### config.mk
export PLATFORM = sky130hd
export DESIGN_NAME = stream_find_and_replace
export DESIGN_NICKNAME = d
export VERILOG_FILES = /design/src/hdl/sfr_pkg.sv /design/src/hdl/sfr_win_cell.sv /design/src/hdl/sfr_out_cell.sv /design/src/hdl/stream_find_and_replace.sv
export SDC_FILE = /design/constraint.sdc
export NUM_CORES = 1
export LEC_CHECK = 0
export BUFFER_PORTS_ARGS = -buffer_cell sky130_fd_sc_hd__clkbuf_2
export CAP_MARGIN = 5
export CORE_MARGIN = 3
export CORE_UTILIZATION = 38
export CTS_BUF_LIST = sky130_fd_sc_hd__clkbuf_8
export DETAILED_ROUTE_END_ITERATION = 8
export PLACE_DENSITY = 0.59
export SLEW_MARGIN = 20
export SYNTH_ARGS = -nofsm -noshare
export SYNTH_HDL_FRONTEND = slang
export SYNTH_SLANG_ARGS = --single-unit
### constraint.sdc
create_clock -name clk -period 14.6 [get_ports clk]
set_input_delay 1.46 -clock clk [delete_from_list [all_inputs] [get_ports clk]]
set_output_delay 1.46 -clock clk [all_outputs]
set_load 0.005 [all_outputs]
### src/hdl/sfr_pkg.sv
// ----------------------------------------------------------------------------
// sfr_pkg
// Shared types and constants of the stream find-and-replace block.
// ----------------------------------------------------------------------------
package sfr_pkg;

  localparam int PATTERN_MAX_DEF = 8;
  localparam int REP_MAX         = 8;
  localparam int MAX_RES         = 9;
  localparam int QUEUE_DEPTH     = 10;
  localparam int OCC_W           = 4;
  localparam int RES_W           = 4;
  localparam int SUM_W           = 5;
  localparam int LEN_W           = 4;

  localparam logic [7:0] LINE_END = 8'd10;

  localparam logic [1:0] CFG_PATTERN_BYTES     = 2'd0;
  localparam logic [1:0] CFG_PATTERN_LENGTH    = 2'd1;
  localparam logic [1:0] CFG_REPLACEMENT_BYTES = 2'd2;
  localparam logic [1:0] CFG_REPLACEMENT_LEN   = 2'd3;

  typedef struct packed {
    logic [7:0] data;
    logic       last;
  } sfr_item_t;

endpackage

### src/hdl/sfr_win_cell.sv
// ----------------------------------------------------------------------------
// sfr_win_cell
// One held byte of the match window with its compare against each pattern byte.
// ----------------------------------------------------------------------------
module sfr_win_cell
  import sfr_pkg::*;
#(
  parameter int PATTERN_MAX = PATTERN_MAX_DEF
) (
  input  logic                   clk,
  input  logic                   load_en,
  input  logic [7:0]             load_byte,
  input  logic [63:0]            pattern,
  output logic [7:0]             held_byte,
  output logic [PATTERN_MAX-1:0] eq
);

  logic [7:0] byte_r;

  always_ff @(posedge clk) begin
    if (load_en) begin
      byte_r <= load_byte;
    end
  end

  always_comb begin
    for (int k = 0; k < PATTERN_MAX; k++) begin
      eq[k] = (byte_r == pattern[8*k +: 8]);
    end
  end

  assign held_byte = byte_r;

endmodule

### src/hdl/sfr_out_cell.sv
// ----------------------------------------------------------------------------
// sfr_out_cell
// One stage of the result queue; shifts toward the output or takes a new result.
// ----------------------------------------------------------------------------
module sfr_out_cell
  import sfr_pkg::*;
(
  input  logic      clk,
  input  logic      shift_en,
  input  sfr_item_t shift_in,
  input  logic      load_en,
  input  sfr_item_t load_item,
  output sfr_item_t item
);

  sfr_item_t item_r;
  sfr_item_t item_nxt;

  always_comb begin
    item_nxt = item_r;
    if (load_en) begin
      item_nxt = load_item;
    end else if (shift_en) begin
      item_nxt = shift_in;
    end
  end

  always_ff @(posedge clk) begin
    item_r <= item_nxt;
  end

  assign item = item_r;

endmodule

### src/hdl/stream_find_and_replace.sv
// ----------------------------------------------------------------------------
// stream_find_and_replace
// Replaces each leftmost occurrence of a pattern within a line by a
// replacement text, one input byte per request.
//
// The input channel carries one text byte in in_tdata and the end of stream
// flag in in_tlast. The output channel carries one rewritten byte per request,
// with out_tlast on the final byte caused by an input request. The pattern
// and replacement are set through the write port while the block is idle;
// the user must keep to this, as the block itself does not enforce it. The
// block takes one byte per cycle while each byte causes at most one result
// and the receiver takes each result; a byte that causes more results holds
// the input while they drain from the ten-stage result queue, whose fill
// level sets the input ready. When the receiver stalls, results wait in the
// queue and input stops once more than one result is waiting. Reset empties
// the window and the queue and clears the pattern and replacement settings.
// ----------------------------------------------------------------------------
module stream_find_and_replace
  import sfr_pkg::*;
#(
  parameter int PATTERN_MAX = PATTERN_MAX_DEF
) (
  input  logic        clk,
  input  logic        rst_n,
  input  logic        in_tvalid,
  output logic        in_tready,
  input  logic [7:0]  in_tdata,   // data_byte
  input  logic        in_tlast,   // is_last
  output logic        out_tvalid,
  input  logic        out_tready,
  output logic [7:0]  out_tdata,  // out_byte
  output logic        out_tlast,  // last_of_run
  input  logic        cfg_we,
  input  logic [1:0]  cfg_index,
  input  logic [63:0] cfg_data
);

  localparam int CNT_W = $clog2(PATTERN_MAX + 1);

  logic [63:0]      pattern_r;
  logic [LEN_W-1:0] pattern_len_r;
  logic [63:0]      replacement_r;
  logic [LEN_W-1:0] replacement_len_r;
  logic [CNT_W-1:0] win_cnt_r;
  logic [CNT_W-1:0] win_cnt_nxt;
  logic [OCC_W-1:0] occ_r;
  logic [OCC_W-1:0] occ_nxt;

  logic [7:0]             win_byte [PATTERN_MAX];
  logic [PATTERN_MAX-1:0] win_eq   [PATTERN_MAX];
  logic [7:0]             win_load [PATTERN_MAX];
  logic [7:0]             ext      [PATTERN_MAX];
  logic [PATTERN_MAX-1:0] ext_eq   [PATTERN_MAX];
  logic [PATTERN_MAX:0]   fits;

  logic [LEN_W-1:0] plen_wide;
  logic [CNT_W-1:0] plen;
  logic [LEN_W-1:0] rlen;
  logic [CNT_W-1:0] cnt_ext;
  logic [CNT_W-1:0] drops;
  logic [CNT_W-1:0] remain;
  logic [CNT_W-1:0] flush_len;
  logic [LEN_W-1:0] rep_len;
  logic [SUM_W-1:0] total;
  logic [SUM_W-1:0] flush_rep;
  logic [RES_W-1:0] res_cnt;
  logic [SUM_W-1:0] rep_idx [MAX_RES];
  logic             is_lf;
  logic             matched;
  logic             add_lf;
  logic             accept;
  logic             pop;
  logic [OCC_W-1:0] base;

  sfr_item_t gen      [MAX_RES];
  sfr_item_t q_item   [QUEUE_DEPTH];
  sfr_item_t q_load   [QUEUE_DEPTH];
  logic      q_load_en[QUEUE_DEPTH];

  assign accept     = in_tvalid && in_tready;
  assign out_tvalid = (occ_r != '0);
  assign pop        = out_tvalid && out_tready;
  assign in_tready  = (occ_r <= OCC_W'(QUEUE_DEPTH - MAX_RES));
  assign base       = occ_r - OCC_W'(pop);

  always_comb begin
    plen_wide = (pattern_len_r > LEN_W'(PATTERN_MAX)) ? LEN_W'(PATTERN_MAX) : pattern_len_r;
    plen      = plen_wide[CNT_W-1:0];
    rlen      = (replacement_len_r > LEN_W'(REP_MAX)) ? LEN_W'(REP_MAX) : replacement_len_r;
  end

  // Extended window: held bytes with the new byte placed after them.
  always_comb begin
    is_lf   = (in_tdata == LINE_END);
    cnt_ext = win_cnt_r + CNT_W'(1);
    for (int i = 0; i < PATTERN_MAX; i++) begin
      if (win_cnt_r == CNT_W'(i)) begin
        ext[i] = in_tdata;
        for (int k = 0; k < PATTERN_MAX; k++) begin
          ext_eq[i][k] = (in_tdata == pattern_r[8*k +: 8]);
        end
      end else begin
        ext[i]    = win_byte[i];
        ext_eq[i] = win_eq[i];
      end
    end
  end

  // A drop count s fits when the bytes left after it form a prefix of the pattern.
  always_comb begin
    for (int s = 0; s <= PATTERN_MAX; s++) begin
      fits[s] = (CNT_W'(s) <= cnt_ext) && ((cnt_ext - CNT_W'(s)) <= plen);
      for (int k = 0; k < PATTERN_MAX; k++) begin
        if (s + k < PATTERN_MAX) begin
          if (CNT_W'(s + k) < cnt_ext && !ext_eq[s + k][k]) begin
            fits[s] = 1'b0;
          end
        end
      end
    end
    drops = CNT_W'(PATTERN_MAX);
    for (int s = PATTERN_MAX; s >= 0; s--) begin
      if (fits[s]) begin
        drops = CNT_W'(s);
      end
    end
    remain  = cnt_ext - drops;
    matched = !is_lf && (plen != '0) && (remain == plen);
    add_lf  = is_lf || in_tlast;
    if (is_lf) begin
      flush_len = win_cnt_r;
    end else if (matched || !in_tlast) begin
      flush_len = drops;
    end else begin
      flush_len = cnt_ext;
    end
    rep_len   = matched ? rlen : '0;
    flush_rep = SUM_W'(flush_len) + SUM_W'(rep_len);
    total     = flush_rep + SUM_W'(add_lf);
    res_cnt   = (total > SUM_W'(MAX_RES)) ? RES_W'(MAX_RES) : total[RES_W-1:0];
  end

  // Result list: flushed window bytes, then replacement, then an optional line end.
  always_comb begin
    for (int j = 0; j < MAX_RES; j++) begin
      rep_idx[j] = SUM_W'(j) - SUM_W'(flush_len);
      if (j < PATTERN_MAX && SUM_W'(j) < SUM_W'(flush_len)) begin
        gen[j].data = ext[j];
      end else if (SUM_W'(j) < flush_rep) begin
        gen[j].data = replacement_r[8*rep_idx[j][2:0] +: 8];
      end else begin
        gen[j].data = LINE_END;
      end
      gen[j].last = (RES_W'(j) + RES_W'(1) == res_cnt);
    end
  end

  always_comb begin
    for (int i = 0; i < PATTERN_MAX; i++) begin
      win_load[i] = ext[i];
      for (int s = 0; s < PATTERN_MAX; s++) begin
        if (i + s < PATTERN_MAX && drops == CNT_W'(s)) begin
          win_load[i] = ext[i + s];
        end
      end
    end
    win_cnt_nxt = win_cnt_r;
    if (accept) begin
      win_cnt_nxt = (is_lf || in_tlast || matched) ? '0 : remain;
    end
    occ_nxt = base + (accept ? OCC_W'(res_cnt) : '0);
  end

  genvar gi;
  generate
    for (gi = 0; gi < PATTERN_MAX; gi++) begin : g_win
      sfr_win_cell #(
        .PATTERN_MAX(PATTERN_MAX)
      ) u_cell (
        .clk      (clk),
        .load_en  (accept),
        .load_byte(win_load[gi]),
        .pattern  (pattern_r),
        .held_byte(win_byte[gi]),
        .eq       (win_eq[gi])
      );
    end

    for (gi = 0; gi < QUEUE_DEPTH; gi++) begin : g_queue
      if (gi == 0) begin : g_first
        assign q_load[gi]    = gen[0];
        assign q_load_en[gi] = accept && (base == '0) && (res_cnt != '0);
      end else if (gi < MAX_RES) begin : g_mid
        assign q_load[gi]    = (base == '0) ? gen[gi] : gen[gi-1];
        assign q_load_en[gi] = accept && (OCC_W'(gi) >= base) &&
                               (OCC_W'(gi) - base < OCC_W'(res_cnt));
      end else begin : g_tail
        assign q_load[gi]    = gen[gi-1];
        assign q_load_en[gi] = accept && (base != '0) &&
                               (OCC_W'(gi) - base < OCC_W'(res_cnt));
      end

      if (gi == QUEUE_DEPTH - 1) begin : g_end
        sfr_out_cell u_cell (
          .clk      (clk),
          .shift_en (pop),
          .shift_in ('0),
          .load_en  (q_load_en[gi]),
          .load_item(q_load[gi]),
          .item     (q_item[gi])
        );
      end else begin : g_link
        sfr_out_cell u_cell (
          .clk      (clk),
          .shift_en (pop),
          .shift_in (q_item[gi+1]),
          .load_en  (q_load_en[gi]),
          .load_item(q_load[gi]),
          .item     (q_item[gi])
        );
      end
    end
  endgenerate

  assign out_tdata = q_item[0].data;
  assign out_tlast = q_item[0].last;

  always_ff @(posedge clk) begin
    if (!rst_n) begin
      pattern_r         <= '0;
      pattern_len_r     <= '0;
      replacement_r     <= '0;
      replacement_len_r <= '0;
      win_cnt_r         <= '0;
      occ_r             <= '0;
    end else begin
      win_cnt_r <= win_cnt_nxt;
      occ_r     <= occ_nxt;
      if (cfg_we) begin
        case (cfg_index)
          CFG_PATTERN_BYTES:     pattern_r         <= cfg_data;
          CFG_PATTERN_LENGTH:    pattern_len_r     <= cfg_data[LEN_W-1:0];
          CFG_REPLACEMENT_BYTES: replacement_r     <= cfg_data;
          CFG_REPLACEMENT_LEN:   replacement_len_r <= cfg_data[LEN_W-1:0];
          default: begin
          end
        endcase
      end
    end
  end

endmodule
==> reports/qor.txt <==
=====================================================================================
Hold crit path type                                                      flop to flop
Library cell occupying the most area in the post-synthesis netlist           edfxtp_1
Top-level I/O count                                                                91
Clock root buffer                                                            clkbuf_8
TNS Setup                                                                        0 ns
Area delta synth->final                                                         6.61%
Final-report hold violation count                                                   0
Rows                                                                               98
Combined area of all synthesized cells                                   28,000 sq um
Worst R2R Path Depth                                                               40
Longest Clk Path Bufs                                                               3
Routability congestion estimate                                                  1.04
RSZ-0062 raised after global routing                                            false
Share of synthesized registers carrying an async set or reset                       0
CTS H-tree depth                                                                    2
CTS Sinks                                                                         298
Largest cells by area after synthesis                                    edfxtp_1, dfxtp_1, xnor2_1
Clock-pin transition on the worst setup and hold timing paths                 0.07 ns
Starting Density                                                                0.388
Measured slew at the worst slew-check pin                                     1.29 ns
Critical path peak fanout                                                          33
Capturing element type of the critical path                                      flop
HPWL after detailed placement                                               93,100 um
Total number of vias                                                           28,642
Count of flip-flops with a built-in enable after synthesis                        154
Detailed Route Iter0 Violations                                                 4,445
Clock insertion delay at the later pin of the skew report                     0.68 ns
Maximum clock frequency                                                    0.0778 GHz
Time the final worst path needs with I/O delays and setup                    12.86 ns
Hold Crit Depth                                                                     2
Number of filler cells placed in the layout                                     7,399
Total gr overflow                                                                   0
Post-synth top area share                                                       0.165
Count of port buffers added during placement                                       90
Number of buffers inserted during clock tree synthesis                             55
FF/Latch Area                                                              7510 sq um
Fin. max-slew vios                                                                  0
Prevailing post-synth register cell                                          edfxtp_1
Residual antenna-violating net count after detailed routing                         0
Final #Nets                                                                     3,545
Run status                                                               complete, no violations
Worst-case clock skew                                                       0.0348 ns
Average wire length per cell after detail routing                             28.6 um
Critical path required time                                                  15.12 ns
All-Layer GR Usage                                                              0.311
Number of nets produced by synthesis                                            3,671
Total iterations of the first detailed-routing run                                  7
Number of instances in the synthesized netlist                                  3,513
Via-per-instance ratio                                                           6.53
Worst-case headroom to the max-slew limit                                       0.118
Area used by multi-input combinational logic                             18,900 sq um
Die Ht                                                                         277 um
Final setup vio count                                                               0
Synthesized area per cell                                                  7.97 sq um
Cell repeated most along the worst path                                          ha_1
YS warnings                                                                         0
Number of post-CTS setup repair buffers                                             0
Horiz. Die Dim                                                                 277 um
Slowest Stage Delay on Critical Path                                          0.84 ns
Global-route wire length before repair                                     181,000 um
Kind of critical path                                                    flop to flop
Core Box Area                                                            72,200 sq um
Number of violations of the max-capacitance limit                                   0
Fraction of final layout cells with drive strength greater than 1              0.0991
FF+latch count, synth                                                             298
Worst Path Arrival                                                           13.38 ns
Pin count of the biggest net entering global routing                              111
Via count of the first global-routing pass                                     26,226
Antenna violations before repair                                                    4
Number of distinct library cells after synthesis                                  107
Hold_buf cts                                                                        0
Leading cell types in the layout, fill and taps excluded                 nand2_1, xnor2_1, nor2_1
Resized Gates After CTS                                                             0
Sequential share of the synthesized area                                        0.268
Critical-path cell with the highest stage delay                             a2111oi_0
Period Utilization, post-route                                                  0.881
Most frequent standard cell in the layout excluding fill and tap cells        nand2_1
CP startpoint kind                                                               flop
TritonCTS clock tree                                                             done
Detailed Route WL                                                          125,000 um
Number of design rule violations left after detail routing                          0
Die outline area                                                         77,000 sq um
=====================================================================================
==> critical path, delay by kind of cell (launching register included) <==
kind / cells / cell delay [ns]
adder cells (fa/ha/maj): 6 / 2.24
AO/OA/AOI/OAI: 13 / 4.11
multiplexers: 1 / 0.48
XOR/XNOR: 4 / 1.36
AND/OR/NAND/NOR: 8 / 1.87
flip-flops: 1 / 0.75
buffers and inverters: 8 / 1.84
==> per-layer routing <==
layer,part of all wire,vias to the layer above,GRT usage
li1,-,12621,-
met1,0.40,13688,0.417
met2,0.41,1873,0.452
met3,0.12,460,0.0816
met4,0.068,0,0.175
met5,0,-,0
==> stage by stage <==
| step | area (sq um) | util | cells | setup WS (ns) | hold slack, ns |
|---|---|---|---|---|---|
| 2_1_floorplan | 28000 | - | 3513 | 3.12 | 0.443 |
| 3_3_place_gp | 28800 | 0.398 | 4279 | 2.35 | 0.458 |
| 3_5_place_dp | 28800 | 0.399 | 4279 | 1.88 | 0.473 |
| 4_1_cts | 29800 | 0.413 | 4380 | 2.14 | 0.481 |
| 5_1_grt | 29800 | 0.413 | 4382 | 0.977 | 0.515 |
| 6_report | 29800 | 0.413 | 4385 | 1.74 | 0.481 |
==> sequential cells by signal, summed over array words and instances (netlist names) <==
name / flops
g_queue.g_end.u_cell.item: 9
g_queue.g_link.u_cell.item: 81
g_win.u_cell.held_byte: 64
occ_r: 4
pattern_len_r: 4
pattern_r: 64
replacement_len_r: 4
replacement_r: 64
win_cnt_r: 4
==> synth_stat cells, types with 52 or more instances <==
master      n
a211oi_1   82
a21boi_0  132
a21oi_1   169
buf_2      87
clkbuf_1  214
dfxtp_1   144
edfxtp_1  154
ha_1       75
inv_1      52
mux2i_1   135
nand2_1   513
nand3_1    71
nand4_1    69
nor2_1    220
o211ai_1   69
o21ai_0   127
o22ai_1    96
xnor2_1   273
xor2_1     99
==> area by class of cell <==
type                            instances  area share
Multi-Input combinational cell       2814       0.634
Sequential cell                       298       0.252
Tap cell                              950      0.0398
Timing Repair Buffer                  156      0.0318
Clock buffer                           56      0.0258
Clock inverter                         45     0.00918
Inverter                               62     0.00780
Antenna cell                            4    0.000335
==> path summary, 6_finish.rpt <==
check                              startpoint                               end  slack [ns]
worst max-delay path             win_cnt_r[1]  g_queue[4].g_link.u_cell.item[2]        1.74
worst min-delay path            pattern_r[62]                     pattern_r[62]        0.48
worst max register to register   win_cnt_r[1]  g_queue[4].g_link.u_cell.item[2]        1.74
worst min register to register  pattern_r[62]                     pattern_r[62]        0.48
==> kinds of logic (layout without fill, tap and decap cells) <==
logic type	after synthesis	after routing	share of synthesized area
buffers and inverters	401	319	0.0597
adders and majority gates	82	82	0.0371
other	0	4	0
AOI/OAI and AO/OA	1046	1046	0.265
DFF	298	298	0.268
xor gates and xnor gates	373	373	0.117
muxes	164	164	0.0622
and+or+nand+nor	1149	1149	0.191
Power is left out: the tool's default activity adds up to more than one toggle a clock period on the data nets, which glitch-free logic cannot reach.
